==> config.mk <==
export PLATFORM = sky130hd
export DESIGN_NAME = bounded_domain_pattern_match_flat
export DESIGN_NICKNAME = d
export VERILOG_FILES = /design/src/rtl/core/bdpm_pkg.sv /design/src/rtl/core/bdpm_if.sv /design/src/rtl/core/bdpm_match.sv /design/src/rtl/core/bounded_domain_pattern_match.sv /design/src/flat_wrapper.sv
export VERILOG_INCLUDE_DIRS = /design/src /design/src/rtl/core
export SDC_FILE = /design/constraint.sdc
export NUM_CORES = 1
export LEC_CHECK = 0
export BUFFER_PORTS_ARGS = -buffer_cell sky130_fd_sc_hd__buf_4
export CAP_MARGIN = 20
export CORE_UTILIZATION = 55
export CTS_CLUSTER_DIAMETER = 200
export DETAILED_ROUTE_END_ITERATION = 16
export PLACE_DENSITY_LB_ADDON = 0.2
export SLEW_MARGIN = 40
export SYNTH_ARGS = -nofsm -noshare
export SYNTH_HDL_FRONTEND = slang
export SYNTH_SLANG_ARGS = --single-unit
==> constraint.sdc <==
create_clock -name clk_i -period 32.4 [get_ports clk_i]
set_input_delay 3.24 -clock clk_i [delete_from_list [all_inputs] [get_ports clk_i]]
set_output_delay 3.24 -clock clk_i [all_outputs]
set_load 0.01 [all_outputs]
==> src/rtl/core/bounded_domain_pattern_match_assert.svh <==
// -----------------------------------------------------------------------------
// Assertion macros for the bounded domain pattern matcher
// Same-cycle and next-cycle implication checks, disabled while in reset.
// -----------------------------------------------------------------------------
`ifndef BOUNDED_DOMAIN_PATTERN_MATCH_ASSERT_SVH
`define BOUNDED_DOMAIN_PATTERN_MATCH_ASSERT_SVH

// consequent holds in the same cycle as the antecedent
`define BDPM_ASSERT_SAME(lbl, clk, rstn, ante, cons, msg) \
  lbl: assert property (@(posedge clk) disable iff (!rstn) (ante) |-> (cons)) \
    else $error(msg);

// consequent holds in the cycle after the antecedent
`define BDPM_ASSERT_NEXT(lbl, clk, rstn, ante, cons, msg) \
  lbl: assert property (@(posedge clk) disable iff (!rstn) (ante) |=> (cons)) \
    else $error(msg);

`endif

==> src/rtl/core/bdpm_pkg.sv <==
// -----------------------------------------------------------------------------
// Bounded domain pattern matcher package
// Item kinds, boundary bytes and the control and status bundles.
// -----------------------------------------------------------------------------
`default_nettype none

package bdpm_pkg;

  // item kinds on the input channel
  typedef enum logic [1:0] {
    KIND_CLEAR  = 2'd0,
    KIND_APPEND = 2'd1,
    KIND_URL    = 2'd2
  } kind_e;

  // boundary bytes
  localparam logic [7:0] DOT_BYTE   = 8'h2E;
  localparam logic [7:0] SLASH_BYTE = 8'h2F;

  // control from the sequencing logic to the match unit
  typedef struct packed {
    logic       clear;
    logic       append;
    logic       url;
    logic       url_last;
    logic [7:0] ch;
  } match_ctl_t;

  // status from the match unit
  typedef struct packed {
    logic seen_zero;
    logic len_zero;
    logic here;
    logic trunc;
  } match_stat_t;

endpackage

`default_nettype wire

==> src/rtl/core/bdpm_if.sv <==
// -----------------------------------------------------------------------------
// Bounded domain pattern matcher channels
// Valid/ready channels for input items and for results.
// -----------------------------------------------------------------------------
`default_nettype none

interface bdpm_in_if;
  logic       valid;
  logic       ready;
  logic [1:0] kind;
  logic [7:0] char_in;
  logic       last;

  modport source (output valid, output kind, output char_in, output last, input ready);
  modport sink (input valid, input kind, input char_in, input last, output ready);
endinterface

interface bdpm_out_if;
  logic valid;
  logic ready;
  logic matched;
  logic pattern_truncated;

  modport source (output valid, output matched, output pattern_truncated, input ready);
  modport sink (input valid, input matched, input pattern_truncated, output ready);
endinterface

`default_nettype wire

==> src/rtl/core/bdpm_match.sv <==
// -----------------------------------------------------------------------------
// Pattern and window compare unit
// Holds the pattern right-aligned in a shift line and the newest URL bytes in
// a second shift line, and compares them position by position combinationally.
// -----------------------------------------------------------------------------
`default_nettype none

module bdpm_match #(
  parameter int unsigned MAX_PAT = 64
) (
  input  wire logic                 clk_i,
  input  wire logic                 rst_ni,
  input  wire bdpm_pkg::match_ctl_t ctl_i,
  output bdpm_pkg::match_stat_t     stat_o
);
  import bdpm_pkg::*;

  localparam int unsigned Window = MAX_PAT + 1;
  localparam int unsigned LenW   = $clog2(MAX_PAT + 1);
  localparam int unsigned SeenW  = $clog2(MAX_PAT + 2);

  // pat_q[0] is the newest pattern byte, win_q[0] the newest URL byte
  logic [7:0]       pat_q [MAX_PAT];
  logic [7:0]       win_q [Window];
  logic [7:0]       win_nx [Window];
  logic [LenW-1:0]  len_q, len_d;
  logic             trunc_q, trunc_d;
  logic [SeenW-1:0] seen_q, seen_d, seen_inc;
  logic [MAX_PAT-1:0] pos_ok;
  logic [Window-1:0]  dot_vec;
  logic             seen_ge, seen_eq;

  // window as it stands after this byte
  always_comb begin
    win_nx[0] = ctl_i.ch;
    for (int k = 1; k < Window; k++) begin
      win_nx[k] = win_q[k-1];
    end
  end

  // saturating byte count
  assign seen_inc = (seen_q == SeenW'(Window)) ? seen_q : seen_q + SeenW'(1);

  // per-position compare, positions beyond the pattern length pass
  always_comb begin
    for (int k = 0; k < MAX_PAT; k++) begin
      pos_ok[k] = (pat_q[k] == win_nx[k]) || (LenW'(k) >= len_q);
    end
    for (int k = 0; k < Window; k++) begin
      dot_vec[k] = (win_nx[k] == DOT_BYTE);
    end
  end

  assign seen_ge = (seen_inc >= SeenW'(len_q));
  assign seen_eq = (seen_inc == SeenW'(len_q));

  // status
  always_comb begin
    stat_o.here      = (&pos_ok) && seen_ge && (seen_eq || dot_vec[len_q]);
    stat_o.seen_zero = (seen_q == '0);
    stat_o.len_zero  = (len_q == '0);
    stat_o.trunc     = trunc_q;
  end

  // length, flag and count next state
  always_comb begin
    len_d   = len_q;
    trunc_d = trunc_q;
    seen_d  = seen_q;
    if (ctl_i.clear) begin
      len_d   = '0;
      trunc_d = 1'b0;
    end
    if (ctl_i.append) begin
      if (len_q < LenW'(MAX_PAT)) begin
        len_d = len_q + LenW'(1);
      end else begin
        trunc_d = 1'b1;
      end
    end
    if (ctl_i.url) begin
      seen_d = ctl_i.url_last ? '0 : seen_inc;
    end
  end

  always_ff @(posedge clk_i or negedge rst_ni) begin
    if (!rst_ni) begin
      len_q   <= '0;
      trunc_q <= 1'b0;
      seen_q  <= '0;
    end else begin
      len_q   <= len_d;
      trunc_q <= trunc_d;
      seen_q  <= seen_d;
    end
  end

  // pattern shift line, shifts on an append with room left
  always_ff @(posedge clk_i) begin
    if (ctl_i.append && (len_q < LenW'(MAX_PAT))) begin
      pat_q[0] <= ctl_i.ch;
      for (int k = 1; k < MAX_PAT; k++) begin
        pat_q[k] <= pat_q[k-1];
      end
    end
  end

  // URL window shift line
  always_ff @(posedge clk_i) begin
    if (ctl_i.url) begin
      for (int k = 0; k < Window; k++) begin
        win_q[k] <= win_nx[k];
      end
    end
  end

endmodule

`default_nettype wire

==> src/rtl/core/bounded_domain_pattern_match.sv <==
// -----------------------------------------------------------------------------
// Bounded domain pattern matcher
// Loads a pattern and scans URL bytes; at the last URL byte reports whether
// the pattern occurs with a '.' or start boundary before and a '/' or end
// boundary after it.
//
//   channel  dir  payload                      when
//   in_i     in   kind, char_in, last          one transaction per byte
//   out_o    out  matched, pattern_truncated   one transaction per URL
//
// One item is taken every cycle unless a result that is not taken stalls the
// input; a result is registered once the last URL byte has passed the input
// register and then the result register. The compare of the pattern shift
// line against the URL window is combinational. Reset clears all control
// state; pattern and window bytes need no reset. Input ready drops only
// while an item waits in the input register behind a result that is not
// taken.
// -----------------------------------------------------------------------------
`default_nettype none

`include "bounded_domain_pattern_match_assert.svh"

module bounded_domain_pattern_match #(
  parameter int unsigned MAX_PAT = 64
) (
  input  wire logic  clk_i,
  input  wire logic  rst_ni,
  bdpm_in_if.sink    in_i,
  bdpm_out_if.source out_o
);
  import bdpm_pkg::*;

  logic        in_vld_q, in_vld_d;
  logic [1:0]  kind_q;
  logic [7:0]  char_q;
  logic        last_q;
  logic        out_vld_q, out_vld_d;
  logic        matched_q, trunc_q;
  logic        found_q, found_d, pend_q, pend_d;
  logic        out_stall, proc, pend, found_nx;
  match_ctl_t  ctl;
  match_stat_t stat;

  // handshake
  assign out_stall  = out_vld_q && !out_o.ready;
  assign proc       = in_vld_q && !out_stall;
  assign in_i.ready = !in_vld_q || proc;

  // input register
  always_comb begin
    in_vld_d = in_vld_q;
    if (in_i.valid && in_i.ready) begin
      in_vld_d = 1'b1;
    end else if (proc) begin
      in_vld_d = 1'b0;
    end
  end

  always_ff @(posedge clk_i) begin
    if (in_i.valid && in_i.ready) begin
      kind_q <= in_i.kind;
      char_q <= in_i.char_in;
      last_q <= in_i.last;
    end
  end

  // decode the held item
  always_comb begin
    ctl          = '0;
    ctl.ch       = char_q;
    case (kind_q)
      KIND_CLEAR:  ctl.clear  = proc;
      KIND_APPEND: ctl.append = proc;
      KIND_URL: begin
        ctl.url      = proc;
        ctl.url_last = proc && last_q;
      end
      default: ctl = '{clear: 1'b0, append: 1'b0, url: 1'b0, url_last: 1'b0, ch: char_q};
    endcase
  end

  bdpm_match #(
    .MAX_PAT(MAX_PAT)
  ) u_match (
    .clk_i  (clk_i),
    .rst_ni (rst_ni),
    .ctl_i  (ctl),
    .stat_o (stat)
  );

  // boundary tracking across URL bytes
  assign pend     = stat.seen_zero ? stat.len_zero : pend_q;
  assign found_nx = found_q || (pend && (char_q == SLASH_BYTE));

  always_comb begin
    found_d = found_q;
    pend_d  = pend_q;
    if (ctl.url) begin
      if (ctl.url_last) begin
        found_d = 1'b0;
        pend_d  = 1'b0;
      end else begin
        found_d = found_nx;
        pend_d  = stat.here;
      end
    end
  end

  // result register
  always_comb begin
    out_vld_d = out_vld_q;
    if (ctl.url_last) begin
      out_vld_d = 1'b1;
    end else if (out_o.ready) begin
      out_vld_d = 1'b0;
    end
  end

  always_ff @(posedge clk_i) begin
    if (ctl.url_last) begin
      matched_q <= found_nx || (stat.here && !stat.len_zero);
      trunc_q   <= stat.trunc;
    end
  end

  always_ff @(posedge clk_i or negedge rst_ni) begin
    if (!rst_ni) begin
      in_vld_q  <= 1'b0;
      out_vld_q <= 1'b0;
      found_q   <= 1'b0;
      pend_q    <= 1'b0;
    end else begin
      in_vld_q  <= in_vld_d;
      out_vld_q <= out_vld_d;
      found_q   <= found_d;
      pend_q    <= pend_d;
    end
  end

  assign out_o.valid             = out_vld_q;
  assign out_o.matched           = matched_q;
  assign out_o.pattern_truncated = trunc_q;

  // checks
  `BDPM_ASSERT_NEXT(a_no_stray_result, clk_i, rst_ni,
                    proc && !ctl.url_last, !out_vld_q, "result without last URL byte")
  `BDPM_ASSERT_NEXT(a_clear_drops_flag, clk_i, rst_ni,
                    ctl.clear, !stat.trunc, "truncation flag survived a clear")
  `BDPM_ASSERT_SAME(a_ready_only_stalled, clk_i, rst_ni,
                    !in_i.ready, in_vld_q && out_stall, "input stalled without a held result")

endmodule

`default_nettype wire

==> src/flat_wrapper.sv <==
// flat-port wrapper written by rule: the top's interface ports become plain ports
module bounded_domain_pattern_match_flat import bdpm_pkg::*;
#(
  parameter int unsigned MAX_PAT = 64
)
  (clk_i, rst_ni, in_i_valid, in_i_kind, in_i_char_in, in_i_last, in_i_ready, out_o_valid, out_o_matched, out_o_pattern_truncated, out_o_ready);
  bdpm_in_if in_i_i ();
  bdpm_out_if out_o_i ();
  input  wire logic clk_i;
  input  wire logic rst_ni;
  input wire logic [$bits(in_i_i.valid)-1:0] in_i_valid;
  input wire logic [$bits(in_i_i.kind)-1:0] in_i_kind;
  input wire logic [$bits(in_i_i.char_in)-1:0] in_i_char_in;
  input wire logic [$bits(in_i_i.last)-1:0] in_i_last;
  output wire logic [$bits(in_i_i.ready)-1:0] in_i_ready;
  output wire logic [$bits(out_o_i.valid)-1:0] out_o_valid;
  output wire logic [$bits(out_o_i.matched)-1:0] out_o_matched;
  output wire logic [$bits(out_o_i.pattern_truncated)-1:0] out_o_pattern_truncated;
  input wire logic [$bits(out_o_i.ready)-1:0] out_o_ready;
  assign in_i_i.valid = in_i_valid;
  assign in_i_i.kind = in_i_kind;
  assign in_i_i.char_in = in_i_char_in;
  assign in_i_i.last = in_i_last;
  assign in_i_ready = in_i_i.ready;
  assign out_o_valid = out_o_i.valid;
  assign out_o_matched = out_o_i.matched;
  assign out_o_pattern_truncated = out_o_i.pattern_truncated;
  assign out_o_i.ready = out_o_ready;
  bounded_domain_pattern_match #(.MAX_PAT(MAX_PAT)) u_core (.clk_i(clk_i), .rst_ni(rst_ni), .in_i(in_i_i), .out_o(out_o_i));
endmodule
# Yosys cells after proc, flatten, opt, wreduce, memory -nomap -nowiden
# Memories as Yosys holds them, arrays and structs flattened.
# Index checks and enable logic that the tools add are counted.
# totals
mem_bits_ro	0
memories	2
register_bits	32
output_inout_bits	4
latch_bits	0
ramBits	1032
# op_classes
reduce_logical	87
n_div	0
multipliers	0
shifts	0
bitwise	0
addsub	2
n_eq_ne	134
muxes	24
order_cmp	67
# mem_list
name	depth	word_bits	read_ports	rd_clocked_by_memory_dff	write_ports	line_no	rtl
u_core.u_match.win_q	65	8	64	0	65	bdpm_match.sv:24	logic [7:0] win_q [Window];
u_core.u_match.pat_q	64	8	64	0	64	bdpm_match.sv:23	logic [7:0] pat_q [MAX_PAT];
# ops
cell	count
$eq 8x6->1 const B	66
$eq 8x8->1	64
$ge 6x7->1 const A	32
$ge 5x7->1 const A	16
$logic_or 1x1->1	68
$reduce_and 64->1	1
$ge 4x7->1 const A	8
$mux 7	5
$ge 3x7->1 const A	4
$mux 1	17
$add 7x1->7 const B	2
$ge 1x7->1 const A	2
$ge 2x7->1 const A	2
$logic_not 7->1	2
$logic_and 1x1->1	9
$lt 7x8->1 const B	1
$bmux 1 s7	1
$eq 7x7->1	1
$eq 7x7->1 const B	1
$ge 7x7->1	1
$lt 7x7->1 const B	1
$logic_not 1->1	4
$reduce_bool 2->1	2
$eq 2x1->1 const B	1
other kinds (3)	3

# Depth between registers and ports, before layout
# logic_depth
word_depth	8
depth_mapped	15
ltp_nobuf	14

# Modules after synthesis
# From an unflattened synthesis, not the netlist that was laid out.
# hier_totals
hier_cells	2253
area_unflattened_um2	40704.0
# by_module_without_submodules
module	cells_per_inst	area_each_um2	n_inst
bdpm_match	2212	40027.1	1
bounded_domain_pattern_match	41	676.9	1

# Worst setup path before layout
# Ideal clock, no wire load.
# synth_path
path_kind	input port to flip-flop
start	in out_o_ready
end	mem u_core.u_match.pat_q[0][0] (enable)
slack_ps	6002
arrival_ps	24998
path_stages	5
n_path_buf	0
cell_sequence	nand2b_1 > nand2_1 > nor2_1 > nand2_1 > nor2_1
# synth_lines
element	line_no	rtl
from (decl)	flat_wrapper.sv:19	input wire logic [$bits(out_o_i.ready)-1:0] out_o_ready;
to (decl)	bdpm_match.sv:23	

# Worst setup path in the final report
# layout_path
start	in out_o_ready
end	out in_i_ready
# layout_via
elab_chain_cells	5
# layout_lines
element	line_no	rtl
$logic_not 1->1	bounded_domain_pattern_match.sv:45	assign out_stall = out_vld_q && !out_o.ready;
$logic_and 1x1->1	bounded_domain_pattern_match.sv:45	
$logic_not 1->1	bounded_domain_pattern_match.sv:46	assign proc = in_vld_q && !out_stall;
$logic_and 1x1->1	bounded_domain_pattern_match.sv:46	
$logic_or 1x1->1	bounded_domain_pattern_match.sv:47	assign in_i.ready = !in_vld_q || proc;
to (decl)	flat_wrapper.sv:15	output wire logic [$bits(in_i_i.ready)-1:0] in_i_ready;
# No other way between the ends.

==> results.tsv <==
stage	metric	value	unit
synth	Syn. warnings	0	
timing	clock skew	43.49	ps
synth	leading register cell type out of synthesis	edfxtp_1	
setup_path	Most common cell on crit path	buf_4	
drt	ANT nets after route	0	
global_routing	All-Layer GR Usage	0.2338	
synth	Cell Area, Synth	40500	um^2
status	status	completed	
global_routing	antenna violations before repair	0	
timing	Sum Neg Setup Slack	0	ps
global_routing	first-pass GRT wire length	129300	um
placement	worst slack at placement	24780	ps
flow_run	max-cap check violation count	0	
clock_network	H-tree depth	3	
setup_path	crit path capture type	output port	
clock_network	cts hold-fix bufs	0	
drt	drt pass-1 iters	5	
timing	final worst path period share	0.2145	
drt	WL per Instance	25.42	um
setup_path	critical-path cell list	buf_4 > nand3b_1 > buf_4	
setup_path	Critical Path Max Stage Delay	190	ps
pwr	Pleak	13.72	nW
timing	RSZ-0062 raised after global routing	no	
placement	HPWL reported at the end of detailed placement	57910	um
synth	number of synthesized register bits	1056	
synth	combinational family with the most area after synthesis	XOR/XNOR gates	
finish	Multi-input gate area	8750	um^2
clock_network	Root Buffer Master	clkbuf_16	
pwr	total power	2.932	mW
placement	Post-DP Area	42050	um^2
setup_path	Worst Path Arrival	3710	ps
timing	Max Slew Vio Count	0	
finish	Post-Layout Cell Count	3400	
finish	register area	31620	um^2
floorplanning	DIE HEIGHT	273.4	um
finish	post-route cell area	45490	um^2
setup_path	type of the worst setup path	input pin to output port	
pwr	pwr dens	64.44	nW/um^2
placement	GP Congestion	0.8918	
floorplanning	io pins	19	
timing	Slew headroom	0.4179	
synth	Distinct cells, synth	66	
synth	Synth Instances	2231	
placement	Port-buffer cells	18	
setup_path	Worst R2R Path Depth	6	
clock_network	clock transition at the registers of the reported paths	60	ps
min_path	Min-Delay Path Class	flip-flop to flip-flop	
synth	syn_nets	2260	
clock_network	CTS resizes	0	
synth	sequential area share after synthesis	0.7806	
setup_path	CP max stage cell	nand3b_1	
floorplanning	FP Rows	99	
clock_network	Longest Clk Path Bufs	3	
finish	Core Util, Final	0.6236	
drt	drt drc	0	
clock_network	total setup buffers inserted after CTS	0	
timing	Final min period	6949	ps
floorplanning	DIE AREA	74720	um^2
drt	vias per inst	6.000	
synth	Post-Synth Simple-Gate Area	0.07368	
clock_network	CTS Buf Count	103	
finish	diode count	0	
drt	drt total wl	86420	um
synth	adder-cell share of the synthesized area	0.004325	
timing	final setup fails	0	
global_routing	largest net degree at the start of global routing	148	
synth	Post-Synth XOR/XNOR Area	0.1120	
synth	synthesized area per cell	18.15	um^2
finish	fillers	5087	
timing	worst-margin pin slew	866.5	ps
finish	area grow syn2layout	12.34	%
floorplanning	Chip Width	273.4	um
timing	Fmax achieved	143.9	MHz
clock_network	clock latency on the worst-skew pair	670	ps
setup_path	CP max FO	3	
global_routing	number of global-route vias before repair	20831	
floorplanning	Core ar.	72960	um^2
drt	DR vias	20401	
drt	DRT iter0 DRCs	2115	
placement	dpl cells	3207	
setup_path	WP data required	29160	ps
timing	final hold slack	455.0	ps
timing	final hold vios	0	
setup_path	Startpoint Class	input pin	
clock_network	clock sinks	1056	
synth	Compound-Gate Fraction of Synth Area	0.02456	
global_routing	GRT overflow	0	
synth	Post-synth ARST share	0.01799	
finish	share of cells above drive strength 1	0.08972	
min_path	hold depth	0	
floorplanning	Initial Utilization	0.5551	
finish	final-stage net count	2383	
pwr	Max IR drop VDD	0.08329	mV
clock_network	CTS tree	built	
synth	Post-synth EDFFs	1037	
timing	worst setup margin	25450	ps
synth	mux cell area share after synthesis	0.0008033	
kinds of logic (layout without fill, tap and decap cells):
logic type / Yosys count / in the layout
buffers and inverters: 38 / 248
muxes: 3 / 3
adders and majority gates: 14 / 14
DFF: 1056 / 1056
xor gates and xnor gates: 518 / 518
and+or+nand+nor: 451 / 451
AOI/OAI and AO/OA: 151 / 151
worst max-delay path, delay by kind of cell:
family                 cells  cell delay (ps)
buffers and inverters      2              280
and+or+nand+nor            1              190
power breakdown:
group | total [mW] | leakage, nW | switching (mW) | internal (mW)
Clock | 1.20 | 1.65 | 0.501 | 0.700
Sequential | 1.57 | 8.98 | 0.0323 | 1.54
Combinational | 0.162 | 3.09 | 0.116 | 0.0459
flip-flops by register name, summed over array words and instances (netlist names):
name	cells
u_core.char_q	8
u_core.found_q	1
u_core.in_vld_q	1
u_core.kind_q	2
u_core.last_q	1
u_core.out_o.matched	1
u_core.out_o.pattern_truncated	1
u_core.out_o.valid	1
u_core.pend_q	1
u_core.u_match.len_q	7
u_core.u_match.pat_q	512
u_core.u_match.seen_q	7
u_core.u_match.trunc_q	1
u_core.u_match.win_q	512
synthesized netlist by cell type, drive strengths merged (3+ instances only):
library cell / count / area share
buf: 11 / 0.0013
xnor2: 276 / 0.060
inv: 12 / 0.0011
or4b: 20 / 0.0049
a311oi: 8 / 0.0017
a21oi: 36 / 0.0044
nor2: 28 / 0.0027
nor4: 73 / 0.011
or4: 3 / 0.00056
clkbuf: 12 / 0.0011
nand3b: 3 / 0.00056
nor4b: 41 / 0.0089
dfrtp: 19 / 0.012
o31ai: 6 / 0.0012
a22oi: 5 / 0.00093
o21ai: 29 / 0.0036
nand4b: 23 / 0.0050
nor3: 23 / 0.0031
o22ai: 19 / 0.0029
xor2: 242 / 0.052
a32oi: 6 / 0.0013
nor2b: 3 / 0.00046
ha: 14 / 0.0043
and4b: 42 / 0.010
nand4: 87 / 0.013
nand3: 39 / 0.0048
nand2b: 3 / 0.00046
nand2: 46 / 0.0043
a211oi: 4 / 0.00086
a22o: 7 / 0.0015
o311ai: 4 / 0.0011
edfxtp: 1037 / 0.77
a31oi: 12 / 0.0019
and3: 7 / 0.0011
or3: 3 / 0.00046
per-layer routing:
metal	global-route usage	share of wire
met1	0.3129	0.41
met2	0.3899	0.50
met3	0.04974	0.073
met4	0.06307	0.024
met5	0	0
cells in the final DEF, fill, tap and decap left out, types with 14 or more instances in the layout:
| master | instances |
|---|---|
| nor3_1 | 22 |
| buf_4 | 29 |
| o21ai_0 | 28 |
| and4b_1 | 42 |
| xnor2_1 | 276 |
| nand3_1 | 39 |
| clkinv_1 | 28 |
| edfxtp_1 | 1037 |
| nor4_1 | 70 |
| clkinv_2 | 22 |
| clkbuf_1 | 17 |
| nand4b_1 | 23 |
| nor4b_1 | 41 |
| nand2_1 | 46 |
| ha_1 | 14 |
| nor2_1 | 26 |
| dfrtp_1 | 19 |
| a21oi_1 | 36 |
| nand4_1 | 87 |
| clkbuf_16 | 106 |
| o22ai_1 | 19 |
| xor2_1 | 242 |
final timing paths:
check | from | end | slack (ps)
setup / recovery | out_o_ready | in_i_ready | 25450
hold / removal | u_core.u_match.pat_q[1][183] | u_core.u_match.pat_q[1][191] | 460
max in group asynchronous | rst_ni | u_core.u_match.len_q[2] | 29720
hold reg to reg | u_core.u_match.pat_q[1][183] | u_core.u_match.pat_q[1][191] | 460
min in group asynchronous | rst_ni | u_core.in_vld_q | 2440
setup reg to reg | u_core.kind_q[0] | u_core.u_match.win_q[0][473] | 27970
layout make-up:
class | instances | area share
sequential | 1056 | 0.6949
multi-input combinational | 1137 | 0.1923
clock buffer | 123 | 0.05971
tap | 959 | 0.02637
clock inverter | 69 | 0.01499
timing repair buffer | 42 | 0.01026
inverter | 14 | 0.001430
(Power assumes the default switching activity.)
